`src/hw/rtl/tsc_pkg.sv`:
```
`timescale 1ns / 1ps
// ----------------------------------------------------------------------------
// tsc_pkg
// Shared types and constants for the Taylor sine/cosine pipeline.
// ----------------------------------------------------------------------------
package tsc_pkg;

    localparam int ANGLE_BITS_DEF       = 16;
    localparam int RESULT_FRAC_BITS_DEF = 14;

    // internal working fraction
    localparam int WFRAC   = 30;
    localparam int X_W     = 31;   // x in Q30, up to pi/2
    localparam int X2_W    = 32;   // x^2 in Q30
    localparam int P_W     = 33;   // x^3 or x^4 in Q30
    localparam int M_W     = 32;   // dividend for the divide-by-3 step
    localparam int Q_W     = 31;   // quotient
    localparam int Y_W     = 34;   // polynomial sum
    localparam int VALUE_W = 16;

    localparam logic [X_W-1:0]     HALF_PI_Q30 = 31'd1686629713;
    // floor(m/3) == (m * RECIP3) >> 33 for every 32-bit m
    localparam logic [M_W-1:0]     RECIP3      = 32'hAAAA_AAAB;
    localparam logic [VALUE_W-1:0] SAT_MAG     = 16'd32767;
    localparam logic [3:0]         RND_DIV24   = 4'd12;
    localparam logic [3:0]         RND_DIV6    = 4'd3;

    typedef struct packed {
        logic vld;
        logic is_cos;
        logic neg;
    } ctrl_t;

endpackage

```
`src/hw/rtl/tsc_pow.sv`:
```
`timescale 1ns / 1ps
// ----------------------------------------------------------------------------
// tsc_pow
// Powers of x: x^2, then x^3 (sine) or x^4 (cosine) on a second, shared multiplier.
// ----------------------------------------------------------------------------
module tsc_pow (
    input  logic                     aclk,
    input  logic                     aresetn,
    input  logic                     en,
    input  tsc_pkg::ctrl_t           ctrl_in,
    input  logic [tsc_pkg::X_W-1:0]  x_in,
    output tsc_pkg::ctrl_t           ctrl_out,
    output logic [tsc_pkg::X_W-1:0]  x_out,
    output logic [tsc_pkg::X2_W-1:0] x2_out,
    output logic [tsc_pkg::P_W-1:0]  p_out
);

    localparam int SQ_W = 2 * tsc_pkg::X_W;
    localparam int PP_W = 2 * tsc_pkg::X2_W;
    localparam logic [SQ_W-1:0] SQ_RND = SQ_W'(1) << (tsc_pkg::WFRAC - 1);
    localparam logic [PP_W-1:0] PP_RND = PP_W'(1) << (tsc_pkg::WFRAC - 1);

    logic [SQ_W-1:0]           sq;
    logic [tsc_pkg::X2_W-1:0]  x2_next;
    logic [tsc_pkg::X2_W-1:0]  mul_b;
    logic [PP_W-1:0]           pp;
    logic [tsc_pkg::P_W-1:0]   p_next;

    tsc_pkg::ctrl_t            c3_reg;
    tsc_pkg::ctrl_t            c4_reg;
    logic [tsc_pkg::X_W-1:0]   x3_reg;
    logic [tsc_pkg::X_W-1:0]   x4_reg;
    logic [tsc_pkg::X2_W-1:0]  x2_reg;
    logic [tsc_pkg::X2_W-1:0]  x2d_reg;
    logic [tsc_pkg::P_W-1:0]   p_reg;

    assign sq      = {{tsc_pkg::X_W{1'b0}}, x_in} * {{tsc_pkg::X_W{1'b0}}, x_in} + SQ_RND;
    assign x2_next = sq[tsc_pkg::WFRAC +: tsc_pkg::X2_W];

    // cosine: x2*x2, sine: x2*x
    assign mul_b  = c3_reg.is_cos ? x2_reg : {1'b0, x3_reg};
    assign pp     = {{tsc_pkg::X2_W{1'b0}}, x2_reg} * {{tsc_pkg::X2_W{1'b0}}, mul_b} + PP_RND;
    assign p_next = pp[tsc_pkg::WFRAC +: tsc_pkg::P_W];

    always_ff @(posedge aclk) begin
        if (!aresetn) begin
            c3_reg <= '0;
            c4_reg <= '0;
        end else if (en) begin
            c3_reg <= ctrl_in;
            c4_reg <= c3_reg;
        end
    end

    always_ff @(posedge aclk) begin
        if (en) begin
            x3_reg  <= x_in;
            x2_reg  <= x2_next;
            x4_reg  <= x3_reg;
            x2d_reg <= x2_reg;
            p_reg   <= p_next;
        end
    end

    assign ctrl_out = c4_reg;
    assign x_out    = x4_reg;
    assign x2_out   = x2d_reg;
    assign p_out    = p_reg;

endmodule

```
`config.mk`:
```
export PLATFORM = sky130hd
export DESIGN_NAME = tsc_pow
export DESIGN_NICKNAME = d
export VERILOG_FILES = /design/src/hw/rtl/tsc_pkg.sv /design/src/hw/rtl/tsc_pow.sv
export SDC_FILE = /design/constraint.sdc
export NUM_CORES = 2
export LEC_CHECK = 0
export ABC_AREA = 1
export BUFFER_PORTS_ARGS = -buffer_cell sky130_fd_sc_hd__buf_2
export CORE_ASPECT_RATIO = 0.9
export CORE_MARGIN = 1.5
export CORE_UTILIZATION = 60
export DETAILED_ROUTE_END_ITERATION = 12
export MAX_ROUTING_LAYER = met4
export PLACE_DENSITY = 0.89
export SLEW_MARGIN = 20
export SYNTH_ARGS = -nofsm -noshare
export SYNTH_HDL_FRONTEND = slang
export SYNTH_SLANG_ARGS = --single-unit
export TNS_END_PERCENT = 50
```
`constraint.sdc`:
```
create_clock -name aclk -period 8.4 [get_ports aclk]
set_clock_uncertainty 0.05 [all_clocks]
set_input_delay 2.1 -clock aclk [delete_from_list [all_inputs] [get_ports aclk]]
set_output_delay 2.1 -clock aclk [all_outputs]
set_load 0.03 [all_outputs]
```
== Yosys cells after proc, flatten, opt, wreduce, memory -nomap -nowiden ==
Index checks and enable logic that the tools add are counted.
Storage, ports and cells
  register bits after elaboration: 165
  input bits: 37
Cells by class
  $add $sub $neg: 2
  multipliers: 2
  mux-type cells: 1
Operators by type and width (count)
  $add 63x30->63 const B: 1
  $mul 32x32->63: 1
  $add 62x30->62 const B: 1
  $mul 31x31->62: 1
  $mux 32: 1

== Logic depth before layout (Yosys ltp) ==
  depth after elaboration: 3
  mapped depth: 37
  gate-level depth less buffers: 34

== Worst setup path after synthesis ==
OpenSTA, ideal clock, no wires.
  kind: input to register
  start point: input port x_in[25] (netlist name)
  end point: register x2_reg[30] (netlist name) (data pin)
  library setup time: 0.252 ns
  data arrival time: 8.205 ns
  setup slack: -0.108 ns
  stages on the path: 26
  path buffers: 2
  cell sequence: clkbuf_1 buf_1 nand2_1 fa_1 inv_1 fa_1 fa_1 inv_1 fa_1 inv_1 fa_1 fa_1 fa_1 inv_1 fa_1 inv_1 ha_1 nand2_1 nor2_2 inv_2 nor2_1 inv_1 nor4_1 nand2_1 nand3_1 nand2_1
On the way
  cells in the longest elaborated chain, start to end: 2
RTL lines
  start, declared: RTL line tsc_pow.sv:11  | input logic [tsc_pkg::X_W-1:0] x_in,
  $mul 31x31->62: RTL line tsc_pow.sv:37  | assign sq = {{tsc_pkg::X_W{1'b0}}, x_in} * {{tsc_pkg::X_W{1'b0}}, x_in} + SQ_RND;
  $add 62x30->62: RTL line tsc_pow.sv:37
  named net sq[60]: RTL line tsc_pow.sv:23  | logic [SQ_W-1:0] sq;
  end signal, assigned: RTL line tsc_pow.sv:58  | x2_reg <= x2_next;
  end, declared: RTL line tsc_pow.sv:33  | logic [tsc_pkg::X2_W-1:0] x2_reg;
The timed path passes the listed nets, and every way through them passes these cells.
A chain may end at the register's enable or synchronous reset.

== Worst setup path after layout ==
  start point: input port x_in[4] (netlist name)
  end point: register x2_reg[30] (netlist name) (data pin)
The elaborated chain is that of the path after synthesis.

==> summary.json <==
{
  "timing.setup.critical_path_class": {"value": "input port to flop"},
  "final_critical_path_setup_slack": {"value": 0.169, "unit": "ns"},
  "insertion_delay": {"value": 0.52, "unit": "ns"},
  "crit_path_max_fanout": {"value": 10},
  "seq_area_frac_synth": {"value": 0.0729},
  "seq_area": {"value": 4900, "unit": "µm²"},
  "hold_path_class": {"value": "flop to flop"},
  "dp.final_hpwl": {"value": 181000, "unit": "µm"},
  "initial_antenna_violation_count": {"value": 9},
  "root_buffer": {"value": "clkbuf_16"},
  "postSynthCellCount": {"value": 7880},
  "postPlaceCellArea": {"value": 73100, "unit": "µm²"},
  "postSynth.topFlopCell": {"value": "edfxtp_1"},
  "numClockSinks": {"value": 165},
  "multi_input_area": {"value": 52600, "unit": "µm²"},
  "synth-seq-cells": {"value": 165},
  "place_ws": {"value": -0.601, "unit": "ns"},
  "synth_edf_count": {"value": 159},
  "grt_first_pass_wirelength": {"value": 338000, "unit": "µm"},
  "post_synth_instance_area": {"value": 67100, "unit": "µm²"},
  "fp.dieH": {"value": 320, "unit": "µm"},
  "post-route-period-util": {"value": 0.980},
  "failing_checks": {"value": "design-rule violations"},
  "avgViaCountPerCell": {"value": 5.64},
  "max-cap-violations": {"value": 0},
  "fmax": {"value": 0.121, "unit": "GHz"},
  "final_max_slew_viol_count": {"value": 0},
  "worst-slew-pin-transition": {"value": 0.866, "unit": "ns"},
  "cp_slowest_cell": {"value": "fa_1"},
  "via_count": {"value": 55524},
  "gp_congestion": {"value": 1.08},
  "synthesis.yosys.warnings": {"value": 0},
  "drt_iter0_drc": {"value": 5692},
  "cts_tree": {"value": "built"},
  "placementRows": {"value": 116},
  "cp_top_family": {"value": "adder cells"},
  "post-route-cell-area": {"value": 74400, "unit": "µm²"},
  "layout.cells.most_common_list": {"value": "inv_1 (2311), fa_1 (1647), nand2_1 (1288)"},
  "port_buffer_count": {"value": 135},
  "nature_of_the_critical_path_startpoint": {"value": "input port"},
  "core_outline_area": {"value": 111000, "unit": "µm²"},
  "io-pin-count": {"value": 136},
  "grt_pass1_vias": {"value": 61725},
  "grt_setup_unrepaired": {"value": "yes"},
  "initial_core_util": {"value": 0.605},
  "timing.final.hold_violations": {"value": 0},
  "maximum_number_of_pins_on_one_net_before_global_route_repair": {"value": 73},
  "final_antenna_net_count": {"value": 0},
  "area_growth_syn_to_layout": {"value": 10.9, "unit": "%"},
  "final_global_route_overflow_total": {"value": 0},
  "async_flop_share": {"value": 0},
  "grt_usage": {"value": 0.409},
  "synth.lib_cells_used.distinct": {"value": 44},
  "router_iterations_before_antenna_repair": {"value": 13},
  "fillCellCount": {"value": 8335},
  "reg2reg_slack": {"value": 0.25, "unit": "ns"},
  "largest_register_ff_count": {"value": 33},
  "setup_viol": {"value": 0},
  "postSynthAreaPerCell": {"value": 8.52, "unit": "µm²"},
  "layout.nets": {"value": 10595},
  "number_of_design_rule_violations_left_after_detail_routing": {"value": 2},
  "regToRegStartpoint": {"value": "c3_reg[1]"},
  "crit_arrival": {"value": 8.45, "unit": "ns"},
  "hold_buffers": {"value": 0},
  "timing.critical_path.slowest_cell_delay": {"value": 0.56, "unit": "ns"},
  "cp_common_cell": {"value": "fa_1"},
  "worst_setup_hold_path_clk_slew": {"value": 0.07, "unit": "ns"},
  "ctsLongestPathBuffers": {"value": 2},
  "htree_num_levels": {"value": 4},
  "route.detailed.wl_per_inst": {"value": 22.2, "unit": "µm"},
  "floorplan.die.width": {"value": 356, "unit": "µm"},
  "hold_path_end": {"value": "x_out[5]"},
  "detail_route.wirelength": {"value": 219000, "unit": "µm"},
  "reg2reg_to": {"value": "p_out[32]"},
  "reg2reg_depth": {"value": 27},
  "synth_fp_nets": {"value": 10133},
  "drive_gt1_frac": {"value": 0.109},
  "setup.worst_path.end_class": {"value": "flop"},
  "worst_slew_margin_relative_to_its_limit": {"value": 0.422},
  "critPathBufInv": {"value": 10},
  "layout_commonest_cell": {"value": "inv_1"},
  "fin_crit": {"value": 8.23, "unit": "ns"},
  "tritoncts.num_buffers": {"value": 17},
  "worst_hold_startpoint": {"value": "x3_reg[5]"},
  "critPathRequiredTime": {"value": 8.61, "unit": "ns"},
  "die_area": {"value": 114000, "unit": "µm²"},
  "timing.hold.worst_path_depth": {"value": 0},
  "run_status": {"value": "finished with violations"}
}
## synth_stat cells, types with 7 or more instances
master    number  area, µm²
a21o_1        24        180
ha_1         569       7120
o21a_1        25        188
xor2_1        30        263
buf_1          7       26.3
clkbuf_1     192        721
a21oi_2        7       61.3
nor2_1       939       3520
nand3_1       92        460
o21ai_0      106        531
a31oi_1       19        119
clkinv_1       9       33.8
buf_2         77        385
a21oi_1      163        816
edfxtp_1     159       4770
nor2_2        12       75.1
nand4_1       18        113
nor4_1         9       56.3
o21bai_1      21        158
inv_2         28        105
nor3_1        25        125
inv_1       2323       8720
fa_1        1647      33000
nand2_1     1295       4860
xnor2_1       25        219
## how the worst max path moves through the flow
stage                 end  depth (start not counted)  slack, ns      from
5_1_grt        x2_reg[30]                         27      -0.07   x_in[6]
4_1_cts        x2_reg[20]                         24      0.001  x_in[27]
3_3_place_gp   x2_reg[31]                         25      -0.54   x_in[8]
3_5_place_dp   x2_reg[20]                         28      -0.60  x_in[14]
6_report       x2_reg[30]                         27       0.17   x_in[4]
2_1_floorplan  x2_reg[30]                         26       0.04  x_in[16]
## layer usage
layer	up-vias	wire length (µm)	track usage
met5	-	0	-
met4	0	18900	0.273
met3	1341	26500	0.123
met2	3620	102000	0.645
met1	27185	71400	0.448
li1	23378	-	-
## metrics by stage
| stage | util | hold slack [ns] | TNS (ns) | cells |
|---|---|---|---|---|
| floorplan | - | 0.371 | 0 | 7880 |
| global placement | 0.658 | 0.387 | -12.54 | 9778 |
| detailed placement | 0.658 | 0.389 | -15.41 | 9778 |
| CTS | 0.664 | 0.408 | 0 | 9810 |
| global route | 0.670 | 0.433 | -0.256 | 9838 |
| finish | 0.670 | 0.409 | 0 | 9842 |
## what timing repair did
item	in CTS	in global routing
setup buffers	0	20
pin swaps	0	24
resized for setup	9	162
endpoints found under the setup margin	9	58
## final cells by class
class / count / share of cell area
tap: 1475 / 0.0248
clock buffer: 19 / 0.00582
sequential: 165 / 0.0658
multi-input combinational: 5073 / 0.706
inverter: 2360 / 0.119
clock inverter: 13 / 0.00202
antenna: 12 / 0.000403
timing repair buffer: 725 / 0.0756
## worst reg2reg max path, cell delays in order (launching register included)
cell,delay [ns]
dfxtp_4,0.46
buf_12,0.23
nand2_1,0.09
o21a_1,0.15
inv_1,0.47
nor2_1,0.14
fa_1,0.49
fa_1,0.61
inv_1,0.10
fa_1,0.50
fa_1,0.46
inv_1,0.10
fa_1,0.49
fa_1,0.52
fa_1,0.59
inv_1,0.08
fa_1,0.49
inv_1,0.10
ha_1,0.42
nand2_1,0.12
nor2_1,0.13
inv_1,0.07
nor2_1,0.13
inv_1,0.11
nor4_1,0.31
nand2_1,0.13
nand3b_1,0.11
nand2_1,0.18
## kinds of logic (layout without fill, tap and decap cells)
| kind of cell | after synthesis | after routing | share of synthesized area |
|---|---|---|---|
| compound gates | 385 | 385 | 0.0330 |
| other cells | 0 | 12 | 0 |
| simple gates | 2417 | 2417 | 0.140 |
| xor+xnor | 55 | 55 | 0.00718 |
| fa+ha+maj | 2216 | 2216 | 0.597 |
| buf+inv | 2642 | 3117 | 0.150 |
| flops | 165 | 165 | 0.0729 |
Power is left out: the tool's default activity adds up to more than one toggle a clock period on the data nets, which glitch-free logic cannot reach.
