File: src/hw/rtl/tsc_pkg.sv
`timescale 1ns / 1ps
// ----------------------------------------------------------------------------
// tsc_pkg
// Shared types and constants for the Taylor sine/cosine pipeline.
// ----------------------------------------------------------------------------
package tsc_pkg;

    localparam int ANGLE_BITS_DEF       = 16;
    localparam int RESULT_FRAC_BITS_DEF = 14;

    // internal working fraction
    localparam int WFRAC   = 30;
    localparam int X_W     = 31;   // x in Q30, up to pi/2
    localparam int X2_W    = 32;   // x^2 in Q30
    localparam int P_W     = 33;   // x^3 or x^4 in Q30
    localparam int M_W     = 32;   // dividend for the divide-by-3 step
    localparam int Q_W     = 31;   // quotient
    localparam int Y_W     = 34;   // polynomial sum
    localparam int VALUE_W = 16;

    localparam logic [X_W-1:0]     HALF_PI_Q30 = 31'd1686629713;
    // floor(m/3) == (m * RECIP3) >> 33 for every 32-bit m
    localparam logic [M_W-1:0]     RECIP3      = 32'hAAAA_AAAB;
    localparam logic [VALUE_W-1:0] SAT_MAG     = 16'd32767;
    localparam logic [3:0]         RND_DIV24   = 4'd12;
    localparam logic [3:0]         RND_DIV6    = 4'd3;

    typedef struct packed {
        logic vld;
        logic is_cos;
        logic neg;
    } ctrl_t;

endpackage

File: src/hw/rtl/tsc_out.sv
`timescale 1ns / 1ps
// ----------------------------------------------------------------------------
// tsc_out
// Polynomial sum, rounding to the result format, saturation and sign.
// ----------------------------------------------------------------------------
module tsc_out #(
    parameter int RESULT_FRAC_BITS = tsc_pkg::RESULT_FRAC_BITS_DEF
) (
    input  logic                        aclk,
    input  logic                        aresetn,
    input  logic                        en,
    input  tsc_pkg::ctrl_t              ctrl_in,
    input  logic [tsc_pkg::X_W-1:0]     x_in,
    input  logic [tsc_pkg::X2_W-1:0]    h2_in,
    input  logic [tsc_pkg::Q_W-1:0]     q_in,
    output logic                        vld_out,
    output logic [tsc_pkg::VALUE_W-1:0] value_out
);

    localparam int Y_W = tsc_pkg::Y_W;
    localparam int SH  = tsc_pkg::WFRAC - RESULT_FRAC_BITS;
    localparam logic [Y_W-1:0] ONE_Q30 = Y_W'(1) << tsc_pkg::WFRAC;
    localparam logic [Y_W-1:0] Y_RND   = Y_W'(1) << (SH - 1);

    logic [Y_W-1:0]              y;
    logic [Y_W-1:0]              y_rnd;
    logic [Y_W-1:0]              mag_full;
    logic [tsc_pkg::VALUE_W-1:0] mag;
    logic [tsc_pkg::VALUE_W-1:0] value_next;

    logic                        vld_reg;
    logic [tsc_pkg::VALUE_W-1:0] value_reg;

    always_comb begin
        if (ctrl_in.is_cos) begin
            y = ONE_Q30 - Y_W'(h2_in) + Y_W'(q_in);
        end else begin
            y = Y_W'(x_in) - Y_W'(q_in);
        end
        y_rnd    = y + Y_RND;
        mag_full = y_rnd >> SH;
        mag      = (mag_full > Y_W'(tsc_pkg::SAT_MAG)) ? tsc_pkg::SAT_MAG
                                                      : mag_full[tsc_pkg::VALUE_W-1:0];
        value_next = ctrl_in.neg ? (tsc_pkg::VALUE_W'(0) - mag) : mag;
    end

    always_ff @(posedge aclk) begin
        if (!aresetn) begin
            vld_reg <= 1'b0;
        end else if (en) begin
            vld_reg <= ctrl_in.vld;
        end
    end

    always_ff @(posedge aclk) begin
        if (en) begin
            value_reg <= value_next;
        end
    end

    assign vld_out   = vld_reg;
    assign value_out = value_reg;

endmodule

File: config.mk
export PLATFORM = sky130hd
export DESIGN_NAME = tsc_out
export DESIGN_NICKNAME = d
export VERILOG_FILES = /design/src/hw/rtl/tsc_pkg.sv /design/src/hw/rtl/tsc_out.sv
export SDC_FILE = /design/constraint.sdc
export NUM_CORES = 1
export LEC_CHECK = 0
export ABC_CLOCK_PERIOD_IN_PS = 17300
export BUFFER_PORTS_ARGS = -buffer_cell sky130_fd_sc_hd__buf_2
export CORE_ASPECT_RATIO = 0.6
export CORE_MARGIN = 1
export CORE_UTILIZATION = 63
export DETAILED_ROUTE_END_ITERATION = 12
export HOLD_SLACK_MARGIN = 0.05
export PLACE_DENSITY_LB_ADDON = 0.12
export SLEW_MARGIN = 15
export SYNTH_ARGS = -nofsm -noshare
export SYNTH_HDL_FRONTEND = slang
export SYNTH_SLANG_ARGS = --single-unit
File: constraint.sdc
create_clock -name aclk -period 17.3 [get_ports aclk]
set_input_delay 1.73 -clock aclk [delete_from_list [all_inputs] [get_ports aclk]]
set_output_delay 1.73 -clock aclk [all_outputs]
set_load 0.1 [all_outputs]
Word-level counts from Yosys, hierarchy flattened

Index checks and enable logic that the tools add are counted.

Flip-flop bits (word level): 17
Output and inout bits: 17
Word-level logic and storage cells: 11

Add/sub/neg operators: 5
Magnitude comparators: 1
Multiplexer cells: 3

Operators with widths:

| operator                                                                          | number |
|---|---|
| 33-bit by 32-bit adder with 34-bit output                                         | 1 |
| 34-bit by 16-bit adder with 34-bit output, second input constant                  | 1 |
| 34-bit two-way mux                                                                | 1 |
| 31-bit by 32-bit subtractor with 33-bit output, first input constant              | 1 |
| 16-bit two-way mux                                                                | 2 |
| 31-bit by 31-bit subtractor with 32-bit output                                    | 1 |
| 18-bit by 15-bit greater-than comparator with 1-bit output, second input constant | 1 |
| 1-bit by 16-bit subtractor with 16-bit output, first input constant               | 1 |

Logic depth before layout (Yosys ltp)

Gate-level depths: netlist (run 1).

Depth after elaboration: 8
Mapped depth: 27
Gate-level depth less buffers: 24

Worst setup path before layout (run 1)

Ideal clock, no wire load.

Kind: input to register
Start: in h2_in[4] (netlist name)
End: reg value_reg (netlist bit value_out[12]) (data pin)
Arrival time: 7.405 ns
Data required time: 17.039 ns
Slack: 9.634 ns
Stages: 24
Path buffers: 2
Path through: or4_1 -> nor2_1 -> nand3_1 -> or2_2 -> nor3_1 -> xnor2_1 -> ha_1 -> clkbuf_1 -> nand2_1 -> or3_1 -> a311oi_1 -> nor3_1 -> or4_1 -> a22oi_2 -> nand4_1 -> nor4b_4 -> nor3_2 -> buf_6 -> nor2_1 -> ha_1 -> nand3_1 -> nor3_1 -> a311oi_1 -> a221o_1

Word-level cells in the longest chain between the ends: 8

Ends and longest elaborated chain:

| element                                                    | line          | source |
|---|---|---|
| start: declaration                                         | tsc_out.sv:14 | `input logic [tsc_pkg::X2_W-1:0] h2_in,` |
| 31-bit by 32-bit subtractor with 33-bit output (*)         | tsc_out.sv:36 | `y = ONE_Q30 - Y_W'(h2_in) + Y_W'(q_in);` |
| 33-bit by 32-bit adder with 34-bit output (*)              | tsc_out.sv:36 |  |
| 34-bit two-way mux (*)                                     | tsc_out.sv:35 | `if (ctrl_in.is_cos) begin` |
| 34-bit by 16-bit adder with 34-bit output (*)              | tsc_out.sv:40 | `y_rnd = y + Y_RND;` |
| 18-bit by 15-bit greater-than comparator with 1-bit output | tsc_out.sv:42 | `mag = (mag_full > Y_W'(tsc_pkg::SAT_MAG)) ? tsc_pkg::SAT_MAG` |
| 16-bit two-way mux (*)                                     | tsc_out.sv:42 |  |
| 1-bit by 16-bit subtractor with 16-bit output              | tsc_out.sv:44 | `value_next = ctrl_in.neg ? (tsc_pkg::VALUE_W'(0) - mag) : mag;` |
| 16-bit two-way mux (*)                                     | tsc_out.sv:44 |  |
| named net value_next (one bit)                             | tsc_out.sv:29 | `logic [tsc_pkg::VALUE_W-1:0] value_next;` |
| end signal: assignment                                     | tsc_out.sv:57 | `value_reg <= value_next;` |
| end: declaration                                           | tsc_out.sv:32 | `logic [tsc_pkg::VALUE_W-1:0] value_reg;` |

Mark *: on every way through the listed nets, which the timed path passes. The rest lies on a longest branch.
A chain may end at the register's enable or synchronous reset.

Final worst setup path (run 1)

Start: in h2_in[4] (netlist name)
End: reg value_reg (netlist bit value_out[14]) (data pin)

Same word-level chain as after synthesis.

==> results of run 1 <==
-- worst max path at each step --
stage / start / endpoint / slack, ns / depth (start not counted)
floorplan: h2_in[4] / value_out[12] / 9.63 / 24
global placement: h2_in[4] / value_out[12] / 9.01 / 23
detailed placement: h2_in[4] / value_out[12] / 8.79 / 23
CTS: h2_in[4] / value_out[14] / 9.03 / 23
global route: h2_in[4] / value_out[14] / 8.35 / 24
finish: h2_in[4] / value_out[14] / 8.74 / 24
-- worst min-delay path, stage by stage, from the launching register on --
cell	delay (ns)
dfxtp_1	0.32
mux2i_1	0.06
nor2b_1	0.09
-- layer usage --
layer,routed length [µm],part of all wire [%]
met4,165,0.84
met2,6776,34
met5,49,0.25
met3,3247,16
met1,9484,48
-- power by group through the flow --
stage               Combinational [mW]  Sequential, mW  Clock [mW]
floorplan                        0.174          0.0946           0
global placement                 0.276          0.0541           0
detailed placement               0.277          0.0543           0
CTS                              0.279          0.0534      0.0499
global route                     0.314          0.0540      0.0515
finish                           0.290          0.0534      0.0489
-- stage by stage --
stage | total power, mW | hold slack [ns] | instance area, µm² | std cells | utilization [%]
after floorplan | 0.2690 | 0.9807 | 6136 | 885 | -
after global placement | 0.3299 | 0.4959 | 6704 | 1101 | 71.90
after detailed placement | 0.3318 | 0.5055 | 6704 | 1101 | 71.90
after CTS | 0.3826 | 0.5183 | 6784 | 1105 | 72.76
after global routing | 0.4190 | 0.5330 | 6784 | 1105 | 72.76
final | 0.3924 | 0.5078 | 6784 | 1105 | 72.76
-- cell families (layout without fill, tap and decap cells) --
logic type | count (synthesis) | count (layout) | share of synthesized area, %
mux | 13 | 13 | 2.182
fa+ha+maj | 64 | 64 | 13.05
buf+inv | 89 | 179 | 6.464
simple gates | 352 | 352 | 29.81
compound gates | 300 | 300 | 33.20
xor+xnor | 50 | 50 | 7.137
flops | 17 | 17 | 8.157
-- synthesized netlist by cell type (5+ instances only) --
cell | count | area [µm²]
a2111oi_0 | 6 | 52.55
a211o_1 | 6 | 52.55
a211oi_1 | 20 | 150.1
a21boi_0 | 5 | 37.54
a21o_1 | 13 | 97.59
a21oi_1 | 84 | 420.4
a22oi_1 | 5 | 37.54
a31oi_1 | 6 | 37.54
a32oi_1 | 5 | 43.79
and2_1 | 7 | 43.79
and3_1 | 8 | 50.05
clkbuf_1 | 20 | 75.07
edfxtp_1 | 16 | 480.5
ha_1 | 64 | 800.8
inv_1 | 59 | 221.5
mux2i_1 | 10 | 100.1
nand2_1 | 83 | 311.6
nand2b_1 | 8 | 50.05
nand3_1 | 21 | 105.1
nand4_1 | 24 | 150.1
nor2_1 | 86 | 322.8
nor2b_1 | 7 | 43.79
nor3_1 | 32 | 160.2
nor3b_1 | 6 | 45.04
nor4_1 | 13 | 81.33
o211ai_1 | 14 | 105.1
o21a_1 | 18 | 135.1
o21ai_0 | 53 | 265.3
o21ai_1 | 5 | 25.02
o21bai_1 | 5 | 37.54
o31ai_1 | 6 | 45.04
or2_2 | 11 | 68.82
or3_1 | 12 | 75.07
or4_1 | 5 | 37.54
xnor2_1 | 39 | 341.6
xor2_1 | 11 | 96.34
-- area by class of cell --
class                   instances  area [µm²]
clock buffers                   3       75.07
clock inverters                 1       5.005
fillers                       791        2540
inverters                      59       221.5
multi-input cells             779        5239
flip-flops and latches         17       500.5
well taps                     130       162.7
repair buffers                116       580.6
-- state kept, by name (all words and copies together) (netlist names) --
signal     flops
value_out     16
vld_out        1
==> results.sh, run 1 <==
export IMPL_wl_per_cell_um=17.85
export IMPL_busiest_layer="met1"
export IMPL_synth_cell_type_count=89
export IMPL_drcViolationCount=0
export IMPL_layout_drive_gt1_share_pct=16.82
export IMPL_p_clk_share_pct=12.4
export IMPL_setup_viol_count_final=0
export IMPL_grtUsageMet1_pct=60.03
export IMPL_clock_sinks=17
export IMPL_crit_type="input port to register"
export IMPL_seq_area_frac_synth_pct=8.157
export IMPL_drtIter0Drc=935
export IMPL_grt_pass1_vias=6207
export IMPL_grt_remaining_overflow=0
export IMPL_routabilityCongestion=1.052
export IMPL_die_w_um=129.4
export IMPL_cts_tree="yes"
export IMPL_yosysWarnings=0
export IMPL_cp_slowest_cell="or4_1"
export IMPL_synthesis_area_um2=6136
export IMPL_numPortBuffers=116
export IMPL_max_cap_viol_count=0
export IMPL_start_util_pct=65.81
export IMPL_synth_avg_cell_area_um2=6.933
export IMPL_area_growth_pct=10.56
export IMPL_tns_ns=0
export IMPL_pin_count=117
export IMPL_met2_usage_pct=49.84
export IMPL_fin_nets=1140
export IMPL_leakagePower_nw=2.879
export IMPL_setup_slack_ns=8.737
export IMPL_insertion_delay_ns=0.26
export IMPL_power_frac_comb_pct=73.9
export IMPL_holdPathEnd="vld_out"
export IMPL_power_density_nw_per_um2=57.85
export IMPL_clock_skew_ns=0
export IMPL_critPathTopFamily="simple AND/OR/NAND/NOR gates"
export IMPL_reg2reg_to="vld_out"
export IMPL_clock_path_buffers=2
export IMPL_synth_flop_cell="edfxtp_1"
export IMPL_final_cell_mix="116 x buf_2, 86 x nor2_1, 84 x a21oi_1"
export IMPL_start_kind="input port"
export IMPL_cp_common_cell="nor2_1"
export IMPL_fp_row_count=27
export IMPL_min_period_ns=8.563
export IMPL_min_path_type="register to register"
export IMPL_critPathMaxFanout=14
export IMPL_vdd_drop_max_mv=0.07366
export IMPL_grt_first_pass_wirelength_um=31320
export IMPL_finalHoldViolations=0
export IMPL_tightest_slew_ns=1.171
export IMPL_htreeDepth=1
export IMPL_hp_start="vld_out"
export IMPL_syn_nets=1049
export IMPL_viasPerCell=6.606
export IMPL_cts_root_buffer="clkbuf_16"
export IMPL_ant_nets=0
export IMPL_timing_fmax_mhz=116.8
export IMPL_final_common_cell="buf_2"
export IMPL_crit_chain="buf_2 -> or4_1 -> nor2_1 -> nand3_1 -> or2_2 -> nor3_1 -> xnor2_1 -> ha_1 -> nand4_1 -> nor3_1 -> a22oi_1 -> nor2b_1 -> o311ai_0 -> o311ai_1 -> nor2_1 -> nand4_1 -> nor4b_4 -> nor3_2 -> nor2_1 -> ha_1 -> nand3_1 -> nor4_1 -> a2111oi_0 -> nand3b_1"
export IMPL_slew_headroom_pct=21.93
export IMPL_core_um2=9324
export IMPL_r2r_start="vld_out"
export IMPL_synth_seq_cells=17
export IMPL_via_count=7300
export IMPL_cts_buffers=3
export IMPL_synthCells=885
export IMPL_p_sw_share_pct=54.51
export IMPL_status="completed"
export IMPL_grt_start_max_net_pins=41
export IMPL_antenna_found_initial=0
export IMPL_max_stage_delay_ns=0.62
export IMPL_intPower_mw=0.1785
export IMPL_synthArstFlopShare_pct=0
export IMPL_die_area_um2=10150
export IMPL_crit_arrival_ns=8.56
export IMPL_num_antenna_cells=0
export IMPL_min_period_over_period_pct=49.50
export IMPL_path_buf_inv=1
export IMPL_routed_wl_um=19720
export IMPL_rsz0062_at_grt="no"
export IMPL_postCtsSetupBuffers=0
export IMPL_use_met3_pct=16.91
export IMPL_final_max_slew_viol_count=0
export IMPL_reg2reg_depth=2
export IMPL_path_clk_slew_ns=0.05
export IMPL_dpl_worst_slack_ns=8.788
export IMPL_ctsHoldBuffers=0
export IMPL_reg2reg_slack_ns=16.72
export IMPL_end_kind="register"
export IMPL_firstDrtPassIters=7
export IMPL_synth_edf_count=16
export IMPL_die_h_um=78.45
export IMPL_grt_use_total_pct=39.48
export IMPL_place_hpwl_um=16480
export IMPL_p_seq_share_pct=13.6
export IMPL_post_cts_resized=0
export IMPL_whs_path_depth=2
export IMPL_cp_required_ns=17.30
export IMPL_p_switching_mw=0.2139
No activity file was read; power rests on OpenSTA's default activity.
==> run 2: changes to the inputs <==
--- a/config.mk
+++ b/config.mk
@@ -5,11 +5,11 @@
 export SDC_FILE = /design/constraint.sdc
 export NUM_CORES = 1
 export LEC_CHECK = 0
-export ABC_CLOCK_PERIOD_IN_PS = 17300
+export ABC_CLOCK_PERIOD_IN_PS = 8800
 export BUFFER_PORTS_ARGS = -buffer_cell sky130_fd_sc_hd__buf_2
 export CORE_ASPECT_RATIO = 0.6
 export CORE_MARGIN = 1
-export CORE_UTILIZATION = 63
+export CORE_UTILIZATION = 59
 export DETAILED_ROUTE_END_ITERATION = 12
 export HOLD_SLACK_MARGIN = 0.05
 export PLACE_DENSITY_LB_ADDON = 0.12
==> constraint.sdc (replaced) <==
create_clock -name aclk -period 8.8 [get_ports aclk]
set_input_delay 0.88 -clock aclk [delete_from_list [all_inputs] [get_ports aclk]]
set_output_delay 0.88 -clock aclk [all_outputs]
set_load 0.1 [all_outputs]
==> run 2 against run 1 <==
Global-route usage shrank 3.3 points. Non-clock buffer count increased by 2. Count of clock-buffer cells in the layout is 1 higher. Sequential power grew 97%. Die area rose by 6.6%. Combinational power rose by 97%. Final cell count grew 0.63%. Sequential cell count unchanged. Utilization down 4.6 points. Critical endpoint unchanged. Largest cell class unchanged. Highest routed layer is now met4.
==> results.sh, run 2 (same netlist as run 1, synthesis figures left out) <==
export IMPL_die_h_um=80.99
export IMPL_insertion_delay_ns=0.25
export IMPL_cp_required_ns=8.79
export IMPL_clock_path_buffers=2
export IMPL_wl_per_cell_um=17.78
export IMPL_post_cts_resized=0
export IMPL_rsz0062_at_grt="no"
export IMPL_leakagePower_nw=2.886
export IMPL_power_density_nw_per_um2=112.7
export IMPL_core_um2=9985
export IMPL_grt_use_total_pct=36.14
export IMPL_finalHoldViolations=0
export IMPL_largest_reg_flops=16
export IMPL_min_period_ns=7.664
export IMPL_cts_tree="yes"
export IMPL_viasPerCell=6.573
export IMPL_fp_row_count=28
export IMPL_numPlacedInstances=1108
export IMPL_status="completed"
export IMPL_grt_pass1_vias=6086
export IMPL_fin_cells=1112
export IMPL_drcViolationCount=0
export IMPL_tns_ns=0
export IMPL_tightest_slew_ns=0.8232
export IMPL_final_max_slew_viol_count=0
export IMPL_timing_fmax_mhz=130.5
export IMPL_pin_count=117
export IMPL_num_antenna_cells=0
export IMPL_place_hpwl_um=16570
export IMPL_drtIter0Drc=966
export IMPL_ctsHoldBuffers=0
export IMPL_numPortBuffers=116
export IMPL_grt_remaining_overflow=0
export IMPL_dpl_worst_slack_ns=1.159
export IMPL_die_w_um=133.7
export IMPL_cts_root_buffer="clkbuf_16"
export IMPL_max_cap_viol_count=0
export IMPL_slew_headroom_pct=43.70
export IMPL_start_util_pct=61.45
export IMPL_final_cell_mix="116 x buf_2, 86 x nor2_1, 84 x a21oi_1"
export IMPL_path_clk_slew_ns=0.05
export IMPL_ant_nets=0
export IMPL_layout_drive_gt1_share_pct=16.89
export IMPL_clock_sinks=17
export IMPL_start_kind="input port"
export IMPL_critPathMaxFanout=14
export IMPL_firstDrtPassIters=8
export IMPL_grt_start_max_net_pins=41
export IMPL_antenna_found_initial=0
export IMPL_postCtsSetupBuffers=0
export IMPL_die_area_um2=10820
export IMPL_fin_nets=1142
export IMPL_routed_wl_um=19770
export IMPL_htreeDepth=1
export IMPL_final_common_cell="buf_2"
export IMPL_vdd_drop_max_mv=0.1243
export IMPL_end_kind="register"
export IMPL_routabilityCongestion=1.071
export IMPL_area_growth_pct=10.89
export IMPL_setup_slack_ns=1.136
export IMPL_setup_viol_count_final=0
export IMPL_utilization_pct=68.15
export IMPL_grt_first_pass_wirelength_um=31150
export IMPL_min_period_over_period_pct=87.09
export IMPL_min_path_type="register to register"
export IMPL_clock_skew_ns=0
export IMPL_crit_type="input port to register"
export IMPL_power_mw=0.7666
export IMPL_crit_arrival_ns=7.65
export IMPL_cts_buffers=3
export IMPL_via_count=7309
==> run 2: metal layers <==
metal	vias up	global-route usage [%]	share of wire [%]
li1	3537	-	-
met1	3259	56.68	48
met2	481	47.66	36
met3	32	10.86	16
met4	0	3.182	0.89
met5	-	0	0
==> run 2: cell type report <==
class / count / area [µm²]
multi-input combinational: 779 / 5239
fill: 925 / 3181
timing repair buffer: 118 / 595.6
sequential: 17 / 500.5
inverter: 59 / 221.5
tap: 135 / 168.9
clock buffer: 4 / 78.83
==> run 2: worst paths after layout <==
check | startpoint | endpoint | slack (ns) | cells after the start
setup / recovery | h2_in[4] | value_out[14] | 1.14 | 25
hold / removal | vld_out | vld_out | 0.54 | 2
setup reg to reg | vld_out | vld_out | 8.18 | 2
hold reg to reg | vld_out | vld_out | 0.54 | 2
==> run 2: power by group <==
| part | internal, mW | switching (mW) | total, mW |
|---|---|---|---|
| combinational | 0.189 | 0.383 | 0.572 |
| sequential | 0.103 | 0.00208 | 0.105 |
| clock | 0.0614 | 0.0282 | 0.0897 |
==> run 2: through the flow <==
| step | area, µm² | hold WS, ns |
|---|---|---|
| after floorplan | 6136 | 0.9807 |
| after global placement | 6725 | 0.4966 |
| after detailed placement | 6725 | 0.5283 |
| after CTS | 6804 | 0.5410 |
| after global routing | 6804 | 0.6056 |
| final | 6804 | 0.5397 |
==> run 2: critical path: stages <==
cell,delay (ns)
buf_2,0.12
or4_1,0.62
nor2_1,0.16
nand3_1,0.23
or2_2,0.40
nor3_1,0.19
xnor2_1,0.11
ha_1,0.48
nand4_1,0.18
nor3_1,0.22
a22oi_1,0.11
nor2b_1,0.22
o311ai_0,0.60
o311ai_1,0.39
nor2_1,0.32
nand4_1,0.32
nor4b_4,0.40
nor3_2,0.07
buf_4,0.20
nor2_1,0.16
ha_1,0.24
nand3_1,0.18
nor4_1,0.45
a2111oi_0,0.17
nand3b_1,0.20
