--- src/hw/rtl/tsc_pkg.sv ---
`timescale 1ns / 1ps
// ----------------------------------------------------------------------------
// tsc_pkg
// Shared types and constants for the Taylor sine/cosine pipeline.
// ----------------------------------------------------------------------------
package tsc_pkg;

    localparam int ANGLE_BITS_DEF       = 16;
    localparam int RESULT_FRAC_BITS_DEF = 14;

    // internal working fraction
    localparam int WFRAC   = 30;
    localparam int X_W     = 31;   // x in Q30, up to pi/2
    localparam int X2_W    = 32;   // x^2 in Q30
    localparam int P_W     = 33;   // x^3 or x^4 in Q30
    localparam int M_W     = 32;   // dividend for the divide-by-3 step
    localparam int Q_W     = 31;   // quotient
    localparam int Y_W     = 34;   // polynomial sum
    localparam int VALUE_W = 16;

    localparam logic [X_W-1:0]     HALF_PI_Q30 = 31'd1686629713;
    // floor(m/3) == (m * RECIP3) >> 33 for every 32-bit m
    localparam logic [M_W-1:0]     RECIP3      = 32'hAAAA_AAAB;
    localparam logic [VALUE_W-1:0] SAT_MAG     = 16'd32767;
    localparam logic [3:0]         RND_DIV24   = 4'd12;
    localparam logic [3:0]         RND_DIV6    = 4'd3;

    typedef struct packed {
        logic vld;
        logic is_cos;
        logic neg;
    } ctrl_t;

endpackage

--- src/hw/rtl/tsc_fold.sv ---
`timescale 1ns / 1ps
// ----------------------------------------------------------------------------
// tsc_fold
// Quadrant folding and conversion of the reduced angle to radians (Q30).
// ----------------------------------------------------------------------------
module tsc_fold #(
    parameter int ANGLE_BITS = tsc_pkg::ANGLE_BITS_DEF
) (
    input  logic                    aclk,
    input  logic                    aresetn,
    input  logic                    en,
    input  logic                    in_vld,
    input  logic                    op,
    input  logic [ANGLE_BITS-1:0]   angle,
    output tsc_pkg::ctrl_t          ctrl_out,
    output logic [tsc_pkg::X_W-1:0] x_out
);

    localparam int T_W  = ANGLE_BITS - 1;
    localparam int PR_W = T_W + tsc_pkg::X_W;
    localparam logic [T_W-1:0]  QUARTER = T_W'(1) << (ANGLE_BITS - 2);
    localparam logic [PR_W-1:0] X_RND   = PR_W'(1) << (ANGLE_BITS - 3);

    logic [1:0]            quad;
    logic [1:0]            quad_adj;
    logic [ANGLE_BITS-3:0] r;
    logic [T_W-1:0]        t_next;
    tsc_pkg::ctrl_t        c1_next;

    logic [T_W-1:0]        t_reg;
    tsc_pkg::ctrl_t        c1_reg;
    logic [PR_W-1:0]       xprod;
    logic [tsc_pkg::X_W-1:0] x_next;
    logic [tsc_pkg::X_W-1:0] x_reg;
    tsc_pkg::ctrl_t        c2_reg;

    assign quad = angle[ANGLE_BITS-1 -: 2];
    assign r    = angle[ANGLE_BITS-3:0];

    // a boundary at a quarter or three-quarter turn belongs to the quadrant below
    assign quad_adj = (r == '0 && quad[0]) ? quad - 2'd1 : quad;
    // Q - 0 gives Q, so the boundary needs no special t
    assign t_next   = quad[0] ? QUARTER - {1'b0, r} : {1'b0, r};

    always_comb begin
        c1_next.vld    = in_vld;
        c1_next.is_cos = op;
        c1_next.neg    = op ? (quad_adj == 2'd1 || quad_adj == 2'd2) : quad_adj[1];
    end

    assign xprod  = {{tsc_pkg::X_W{1'b0}}, t_reg} * {{T_W{1'b0}}, tsc_pkg::HALF_PI_Q30}
                  + X_RND;
    assign x_next = xprod[ANGLE_BITS-2 +: tsc_pkg::X_W];

    always_ff @(posedge aclk) begin
        if (!aresetn) begin
            c1_reg <= '0;
            c2_reg <= '0;
        end else if (en) begin
            c1_reg <= c1_next;
            c2_reg <= c1_reg;
        end
    end

    always_ff @(posedge aclk) begin
        if (en) begin
            t_reg <= t_next;
            x_reg <= x_next;
        end
    end

    assign ctrl_out = c2_reg;
    assign x_out    = x_reg;

endmodule

--- config.mk ---
export PLATFORM = sky130hd
export DESIGN_NAME = tsc_fold
export DESIGN_NICKNAME = d
export VERILOG_FILES = /design/src/hw/rtl/tsc_pkg.sv /design/src/hw/rtl/tsc_fold.sv
export SDC_FILE = /design/constraint.sdc
export NUM_CORES = 1
export LEC_CHECK = 0
export BUFFER_PORTS_ARGS = -buffer_cell sky130_fd_sc_hd__buf_2
export CAP_MARGIN = 25
export CORE_ASPECT_RATIO = 0.7
export CORE_UTILIZATION = 48
export CTS_CLUSTER_DIAMETER = 200
export DETAILED_ROUTE_END_ITERATION = 8
export GPL_TIMING_DRIVEN = 1
export PLACE_DENSITY = 0.65
export SETUP_SLACK_MARGIN = 0.5
export SLEW_MARGIN = 20
export SYNTH_ARGS = -nofsm -noshare
export SYNTH_HDL_FRONTEND = slang
export SYNTH_SLANG_ARGS = --single-unit
--- constraint.sdc ---
create_clock -name aclk -period 7.5 [get_ports aclk]
set_input_delay 1.125 -clock aclk [delete_from_list [all_inputs] [get_ports aclk]]
set_output_delay 1.125 -clock aclk [all_outputs]
set_load 0.01 [all_outputs]
# Word-level counts from Yosys, hierarchy flattened

Cells that the tools add are included.

Add/sub/neg operators: 3
Multiply operators: 1
Equality and inequality tests: 2
Mux-type cells: 3
Reduce and logical (&&, ||, !) cells: 3

Operators with widths:

| kind                     | number |
|---|---|
| $add A45 B14 Y45 const B | 1 |
| $mul A15 B31 Y45 const B | 1 |
| $sub A15 B14 Y15 const A | 1 |
| $logic_not A14 Y1        | 1 |
| $mux W14                 | 1 |
| $eq A2 B1 Y1 const B     | 1 |
| $eq A2 B2 Y1 const B     | 1 |
| $mux W2                  | 1 |
| $sub A2 B1 Y2 const B    | 1 |
| $logic_and A1 B1 Y1      | 1 |
| $logic_or A1 B1 Y1       | 1 |
| $mux W1                  | 1 |

Register bits after elaboration: 52
Word-level logic and storage cells: 21

# Logic depth before layout (Yosys ltp)

Gate-level depths: netlist (run 1).

Depth in word-level cells: 6
Mapped depth: 21

# Worst setup path before layout (run 1)

No wires, ideal clock.

Path kind: register to register
Start: reg t_reg[4]
End: reg x_reg (netlist bit x_out[28]) (data pin)
Arrival time: 5.613 ns
Data required time: 7.239 ns
Slack: 1.626 ns
Cell stages (with the launch flop): 20
Clock period less this slack: 5.874 ns
Cell sequence: edfxtp_1 -> fa_1 -> inv_1 -> fa_1 -> fa_1 -> inv_1 -> fa_1 -> inv_1 -> fa_1 -> fa_1 -> inv_1 -> ha_1 -> and4_1 -> nand3_2 -> o21ai_2 -> o2111a_1 -> o31ai_1 -> nand2_1 -> a31o_2 -> xor2_1

Cells in the longest elaborated chain, start to end: 2

Ends and longest elaborated chain:

| what                   | line           | RTL |
|---|---|---|
| start, declared        | tsc_fold.sv:30 | `logic [T_W-1:0] t_reg;` |
| start signal, assigned | tsc_fold.sv:67 | `t_reg <= t_next;` |
| $mul A15 B31 Y45       | tsc_fold.sv:51 | `assign xprod = {{tsc_pkg::X_W{1'b0}}, t_reg} * {{T_W{1'b0}}, tsc_pkg::HALF_PI_Q30}` |
| $add A45 B14 Y45       | tsc_fold.sv:52 | `+ X_RND;` |
| via xprod[42]          | tsc_fold.sv:32 | `logic [PR_W-1:0] xprod;` |
| end signal, assigned   | tsc_fold.sv:68 | `x_reg <= x_next;` |
| end, declared          | tsc_fold.sv:34 | `logic [tsc_pkg::X_W-1:0] x_reg;` |

The timed path passes the listed nets, and every way through them passes these cells.
A chain may end at the register's enable or synchronous reset.

# Worst setup path after layout (run 1)

Start: reg t_reg[0]
End: reg x_reg (netlist bit x_out[28]) (data pin)

Same word-level chain as after synthesis.

==> results.json, run 1 <==
{
  "cts_sinks": 52,
  "port_buffers": 54,
  "relSlewSlack": 0.523,
  "min_period_over_period": 0.866,
  "post_synth_num_cell_types": 56,
  "synth_edf_count": 46,
  "cts_hold_buf": 0,
  "die_area_sq_mm": 0.0193,
  "grt_pass1_vias": 5991,
  "nNetsFinal": 1243,
  "path_class": "reg2reg",
  "cap_violations": 0,
  "synth_cells": 841,
  "synth.area.top_cells": "fa_1, ha_1, edfxtp_1",
  "final-setup-viol-count": 0,
  "multi_input_area_sq_mm": 0.00662,
  "tightestPinTransition_ns": 0.715,
  "synth-seq-cells": 52,
  "vias": 5850,
  "clock_latency_ns": 0.31,
  "drt-wirelength-per-cell_microns": 16.7,
  "core_sq_mm": 0.0182,
  "path_cells": "inv_1 > fa_1 > inv_1 > fa_1 > inv_1 > fa_1 > fa_1 > inv_1 > fa_1 > inv_1 > fa_1 > inv_1 > ha_1 > a211oi_2 > o211ai_1 > a21boi_2 > nor2_1 > o31ai_2 > nand2_1 > a31o_2 > xor2_1",
  "largest_reg_flops": 31,
  "routed_via_density": 5.12,
  "rows": 41,
  "regArea_sq_mm": 0.00150,
  "track_usage": 0.216,
  "synth_flop_cell": "edfxtp_1",
  "whs_path_depth": 1,
  "synth-async-reset-ratio": 0,
  "yosys_warnings": 0,
  "final_layout_size_suffix_gt1_frac": 0.0927,
  "fin_skew_ns": 0.00998,
  "slowest_stage": "fa_1",
  "area_delta_synth_final_pct": 8.26,
  "hp-class": "reg2reg",
  "r2r_cells": 21,
  "crit_path_end_kind": "flip-flop",
  "cts_tree": "yes",
  "status": "complete, but fails checks",
  "synth_top_area_cell": "fa_1",
  "worst_setup_path_start_kind": "flip-flop",
  "yosysTopAreaCellShare": 0.311,
  "wirelength_microns": 19100,
  "grt_max_degree": 54,
  "gr-total-overflow": 0,
  "critPathMaxStageDelay_ns": 0.72,
  "hpwl_microns": 16400,
  "die_w_microns": 166,
  "drc": 3,
  "rsz0062_at_grt": "false",
  "routabilityCongestion": 0.930,
  "dr.pass1.iters": 7,
  "drt-initial-drc-count": 348,
  "grt_antenna_before_repair": 0,
  "finalHoldViolCount": 0,
  "antenna_left": 0,
  "cts_root_buf": "clkbuf_16",
  "min_period_ns": 6.50,
  "fmax_mhz": 154,
  "final_common_cell": "inv_1",
  "drv_slew": 0,
  "die_height_microns": 117,
  "io_pins": 55,
  "cp_data_arrival_time_ns": 6.56,
  "cts_buffer_depth": 2,
  "cts_made_buffers": 5,
  "violations": "DRC",
  "nFillCells": 1619,
  "synth_area_sq_mm": 0.00902,
  "cp_max_fo": 7,
  "worstPathRequired_ns": 7.57,
  "synth_fp_nets": 1179,
  "antennaDiodeCount": 0,
  "mostFrequentLayoutCells": "inv_1, ha_1, fa_1",
  "clk_pin_slew_ns": 0.08,
  "grt_pass1_wl_microns": 31600,
  "start_util": 0.495,
  "hold_slack_ns": 0.501,
  "seq_area_frac_synth": 0.167,
  "synth.avg_cell_area_sq_um": 10.7,
  "setup_tns_ns": 0,
  "htreeDepth": 2
}
## per-stage QoR
stage | utilization | worst slack, ns | cell area, sq um | instances
after floorplan | - | 1.63 | 9020 | 841
after global placement | 0.528 | 1.04 | 9610 | 1134
final | 0.536 | 1.00 | 9760 | 1142
after detailed placement | 0.528 | 0.908 | 9610 | 1134
after global routing | 0.536 | 0.656 | 9760 | 1142
after CTS | 0.536 | 0.871 | 9760 | 1142
## critical path, delay by kind of cell, from the launching register on
kind	cells	cell delay [ns]
compound gates	5	1.22
flops	1	0.54
buf+inv	6	0.50
simple gates	2	0.37
fa+ha+maj	7	3.50
xor+xnor	1	0.13
## what timing repair did
item,CTS,global route
buffers inserted,0,0
setup endpoints to repair,0,1
hold endpoints to repair,0,0
gates resized for setup,0,1
## final cells by class
| cell class | instances | area share |
|---|---|---|
| flip-flops and latches | 52 | 0.154 |
| multi-input cells | 550 | 0.679 |
| clock inverters | 2 | 0.00154 |
| well taps | 236 | 0.0302 |
| repair buffers | 59 | 0.0315 |
| clock buffers | 6 | 0.0132 |
| inverters | 237 | 0.0911 |
## layer usage
layer / track usage / routed length [microns] / vias to the layer above
met3: 0.0420 / 1210 / 14
li1: - / - / 2827
met1: 0.335 / 10200 / 2867
met5: 0 / 0 / -
met4: 0.0386 / 153 / 0
met2: 0.312 / 7520 / 142
## synth_stat cells, drive strengths merged (11+ instances only)
cell type	number
inv	237
edfxtp	46
o21ai	16
ha	177
a21o	16
fa	140
xnor2	33
a21oi	30
nor2	13
nand2	30
xor2	11
## final timing paths
check / from / to / slack, ns
worst min register to register: c1_reg[0] / c1_reg[0] / 0.50
worst max-delay path: t_reg[0] / x_out[28] / 1.00
worst max register to register: t_reg[0] / x_out[28] / 1.00
worst min-delay path: c1_reg[0] / c1_reg[0] / 0.50
## kinds of logic after synthesis
logic type / synth area share
AOI/OAI and AO/OA: 0.0806
xor gates and xnor gates: 0.0427
adders and majority gates: 0.556
buffers and inverters: 0.0995
DFF: 0.167
muxes: 0.00777
and+or+nand+nor: 0.0465
Power of run 1 is left out: the tool's default activity adds up to more than one toggle a clock period on the data nets, which glitch-free logic cannot reach.
==> run 2, diff against run 1 <==
--- a/config.mk
+++ b/config.mk
@@ -13,6 +13,7 @@
 export DETAILED_ROUTE_END_ITERATION = 8
 export GPL_TIMING_DRIVEN = 1
 export PLACE_DENSITY = 0.65
+export REMOVE_ABC_BUFFERS = 1
 export SETUP_SLACK_MARGIN = 0.5
 export SLEW_MARGIN = 20
 export SYNTH_ARGS = -nofsm -noshare
==> results.json, run 2 (synthesized netlist as in run 1, its figures left out) <==
{
  "status": "complete, but fails checks",
  "violations": "DRC",
  "dr_wl_met3_microns": 1220,
  "min_period_ns": 6.53,
  "io_pins": 55,
  "die_height_microns": 117,
  "cts_buffer_depth": 2,
  "drv_slew": 0,
  "dr.pass1.iters": 8,
  "port_buffers": 54,
  "rows": 41,
  "nNetsFinal": 1239,
  "path_cells": "inv_1 > fa_1 > inv_1 > fa_1 > inv_1 > fa_1 > fa_1 > inv_1 > fa_1 > inv_1 > fa_1 > inv_1 > ha_1 > a211oi_2 > o211ai_1 > a21boi_2 > nor2_1 > o31ai_1 > nand2_1 > a31o_2 > xor2_1",
  "cts_root_buf": "clkbuf_16",
  "die_area_sq_mm": 0.0193,
  "rsz0062_at_grt": "false",
  "htreeDepth": 2,
  "grt_antenna_before_repair": 0,
  "path_class": "reg2reg",
  "vias": 5772,
  "worstPathRequired_ns": 7.56,
  "cts_sinks": 52,
  "clock_latency_ns": 0.31,
  "hpwl_microns": 16500,
  "die_w_microns": 166,
  "fmax_mhz": 153,
  "clk_pin_slew_ns": 0.08,
  "largest_reg_flops": 31,
  "tightestPinTransition_ns": 0.735,
  "core_sq_mm": 0.0182,
  "drc": 9,
  "grt_pass1_wl_microns": 32000,
  "final-setup-viol-count": 0,
  "cp_top_family": "adder cells",
  "cts_resized": 0,
  "slowest_stage": "fa_1",
  "routed_via_density": 5.07,
  "fin_skew_ns": 0.00870,
  "routabilityCongestion": 0.917,
  "antenna_left": 0,
  "final_layout_size_suffix_gt1_frac": 0.0876,
  "wirelength_microns": 19200,
  "cp_data_arrival_time_ns": 6.60,
  "post-cts-setup-buffers": 0,
  "area_delta_synth_final_pct": 7.88,
  "wl_met2_microns": 7570,
  "cts_tree": "yes",
  "critPathMaxStageDelay_ns": 0.69,
  "cap_violations": 0,
  "antennaDiodeCount": 0,
  "min_period_over_period": 0.871,
  "crit_path_end_kind": "flip-flop",
  "mostFrequentLayoutCells": "inv_1, ha_1, fa_1",
  "wirelength_met1_microns": 10200,
  "drt-wirelength-per-cell_microns": 16.9,
  "final_common_cell": "inv_1",
  "crit_buf_inv": 6,
  "track_usage": 0.218,
  "cts_made_buffers": 5,
  "start_util": 0.495,
  "setup_tns_ns": 0,
  "cp_max_fo": 7,
  "cts_hold_buf": 0,
  "grt_max_degree": 54,
  "gr-total-overflow": 0,
  "hp-class": "reg2reg",
  "finalHoldViolCount": 0,
  "drt-initial-drc-count": 263,
  "relSlewSlack": 0.510,
  "grt_pass1_vias": 6004,
  "worst_setup_path_start_kind": "flip-flop",
  "routed.top_layer": "met4"
}
[run 2: area by class of cell]
type,count,area (sq um)
Fill cell,1634,8480
Clock buffer,6,129
Inverter,237,890
Clock inverter,2,16.3
Sequential cell,52,1500
Multi-Input combinational cell,550,6620
Tap cell,236,295
Timing Repair Buffer,55,278
[run 2: path summary, 6_finish.rpt]
check             from        end  slack [ns]  cells after the start
min          c1_reg[0]  c1_reg[0]        0.51                      1
max reg2reg   t_reg[0]  x_out[28]        0.97                     21
min reg2reg  c1_reg[0]  c1_reg[0]        0.51                      1
max           t_reg[0]  x_out[28]        0.97                     21
[run 2: per-stage QoR]
| stage | worst slack (ns) | area (sq um) | utilization | hold WS [ns] | instances |
|---|---|---|---|---|---|
| 3_5_place_dp | 0.967 | 9580 | 0.526 | 0.490 | 1130 |
| 4_1_cts | 0.962 | 9730 | 0.534 | 0.516 | 1138 |
| 6_report | 0.970 | 9730 | 0.534 | 0.513 | 1138 |
| 2_1_floorplan | 1.63 | 9010 | - | 0.472 | 839 |
| 3_3_place_gp | 1.08 | 9580 | 0.526 | 0.493 | 1130 |
| 5_1_grt | 0.613 | 9730 | 0.534 | 0.542 | 1138 |
[run 2: metal layers]
metal	vias up	GRT usage
met3	14	0.0488
met5	-	0
met4	0	0.0405
li1	2835	-
met2	133	0.324
met1	2790	0.328
[run 2: worst register-to-register path: stages, from the launching register on]
cell,delay (ns)
edfxtp_1,0.54
inv_1,0.16
fa_1,0.69
inv_1,0.10
fa_1,0.40
inv_1,0.09
fa_1,0.45
fa_1,0.50
inv_1,0.06
fa_1,0.53
inv_1,0.06
fa_1,0.54
inv_1,0.05
ha_1,0.36
a211oi_2,0.27
o211ai_1,0.14
a21boi_2,0.20
nor2_1,0.13
o31ai_1,0.39
nand2_1,0.25
a31o_2,0.27
xor2_1,0.13
Power of run 2 is left out for the same reason.
==> run 3, diff against run 2 <==
--- a/config.mk
+++ b/config.mk
@@ -12,7 +12,7 @@
 export CTS_CLUSTER_DIAMETER = 200
 export DETAILED_ROUTE_END_ITERATION = 8
 export GPL_TIMING_DRIVEN = 1
-export PLACE_DENSITY = 0.65
+export PLACE_DENSITY_LB_ADDON = 0.08
 export REMOVE_ABC_BUFFERS = 1
 export SETUP_SLACK_MARGIN = 0.5
 export SLEW_MARGIN = 20
==> results.json, run 3 (synthesized netlist as in run 1, its figures left out) <==
{
  "final_common_cell": "inv_1",
  "cts_made_buffers": 5,
  "finalHoldViolCount": 0,
  "core_sq_mm": 0.0182,
  "status": "complete, but fails checks",
  "antennaDiodeCount": 0,
  "grt_antenna_before_repair": 0,
  "worst_setup_path_start_kind": "flip-flop",
  "routabilityCongestion": 0.890,
  "setup_tns_ns": 0,
  "area_delta_synth_final_pct": 8.16,
  "finish.utilization": 0.536,
  "cts_resized": 0,
  "antenna_left": 0,
  "drt-wirelength-per-cell_microns": 17.8,
  "tightestPinTransition_ns": 0.752,
  "drv_slew": 0,
  "rsz0062_at_grt": "false",
  "cts_tree": "yes",
  "cts_sinks": 52,
  "final-setup-viol-count": 0,
  "crit_path_end_kind": "flip-flop",
  "fmax_mhz": 155,
  "grt_pass1_wl_microns": 33000,
  "nNetsFinal": 1239,
  "vias": 5920,
  "track_usage": 0.227,
  "htreeDepth": 2,
  "hpwl_microns": 17500,
  "routed_via_density": 5.20,
  "die_w_microns": 166,
  "die_area_sq_mm": 0.0193,
  "min_period_ns": 6.46,
  "final_layout_size_suffix_gt1_frac": 0.0887,
  "post-cts-setup-buffers": 0,
  "cts_root_buf": "clkbuf_16",
  "die_height_microns": 117,
  "r2r_slack_ns": 1.04,
  "wirelength_microns": 20300,
  "clock_latency_ns": 0.31,
  "io_pins": 55,
  "grt_pass1_vias": 6139,
  "mostFrequentLayoutCells": "inv_1, ha_1, fa_1",
  "cts_buffer_depth": 2,
  "rows": 41,
  "min_period_over_period": 0.862,
  "hp-class": "reg2reg",
  "cp_max_fo": 7,
  "cp_data_arrival_time_ns": 6.52,
  "worstPathRequired_ns": 7.56,
  "violations": "DRC",
  "drt-initial-drc-count": 396,
  "start_util": 0.495,
  "cap_violations": 0,
  "largest_reg_flops": 31,
  "cts_hold_buf": 0,
  "relSlewSlack": 0.499,
  "dr.pass1.iters": 7,
  "clk_pin_slew_ns": 0.08,
  "grt_max_degree": 54,
  "fin_skew_ns": 0.00574,
  "gr-total-overflow": 0,
  "drc": 1,
  "path_class": "reg2reg",
  "port_buffers": 54
}
## run 3: cell count changes in the layout (fill, tap and decap cells not counted), sizes merged
cell      change
clkinv        -1
clkinvlp      -1
inv           +2
## run 3: layer usage
metal  track usage  up-vias  wire length (microns)
li1              -     2821                      -
met3        0.0485        5                   1480
met5             0        -                      0
met2         0.330      171                   8060
met4        0.0262        0                     79
met1         0.353     2923                  10700
## run 3: final timing paths
kind,cells past startpoint,endpoint,start
max,19,x_out[28],t_reg[0]
max reg2reg,19,x_out[28],t_reg[0]
min reg2reg,1,c1_reg[0],c1_reg[0]
min,1,c1_reg[0],c1_reg[0]
## run 3: layout make-up
class                      count  area, sq um
timing repair buffer          55          278
fill                        1602         8460
clock buffer                   6          150
sequential                    52         1500
inverter                     237          890
tap                          236          295
clock inverter                 2         20.0
multi-input combinational    550         6620
## run 3: per-stage QoR
step | hold WS (ns) | worst slack [ns] | cells | cell area, sq um
after floorplan | 0.472 | 1.63 | 839 | 9010
after global placement | 0.482 | 1.24 | 1130 | 9580
after detailed placement | 0.490 | 1.04 | 1130 | 9580
after CTS | 0.510 | 1.03 | 1138 | 9750
after global routing | 0.551 | 0.717 | 1138 | 9750
final | 0.504 | 1.04 | 1138 | 9750
## run 3: critical path: stages (launching register included)
cell      delay (ns)
edfxtp_1        0.55
inv_1           0.16
fa_1            0.71
inv_1           0.10
fa_1            0.51
inv_1           0.05
fa_1            0.52
fa_1            0.45
fa_1            0.52
fa_1            0.55
inv_1           0.04
ha_1            0.36
and4_1          0.25
nand3_2         0.11
o21ai_2         0.08
o2111a_1        0.32
o31ai_1         0.31
nand2_1         0.22
a31o_2          0.26
xor2_1          0.15
Power of run 3 is left out for the same reason.
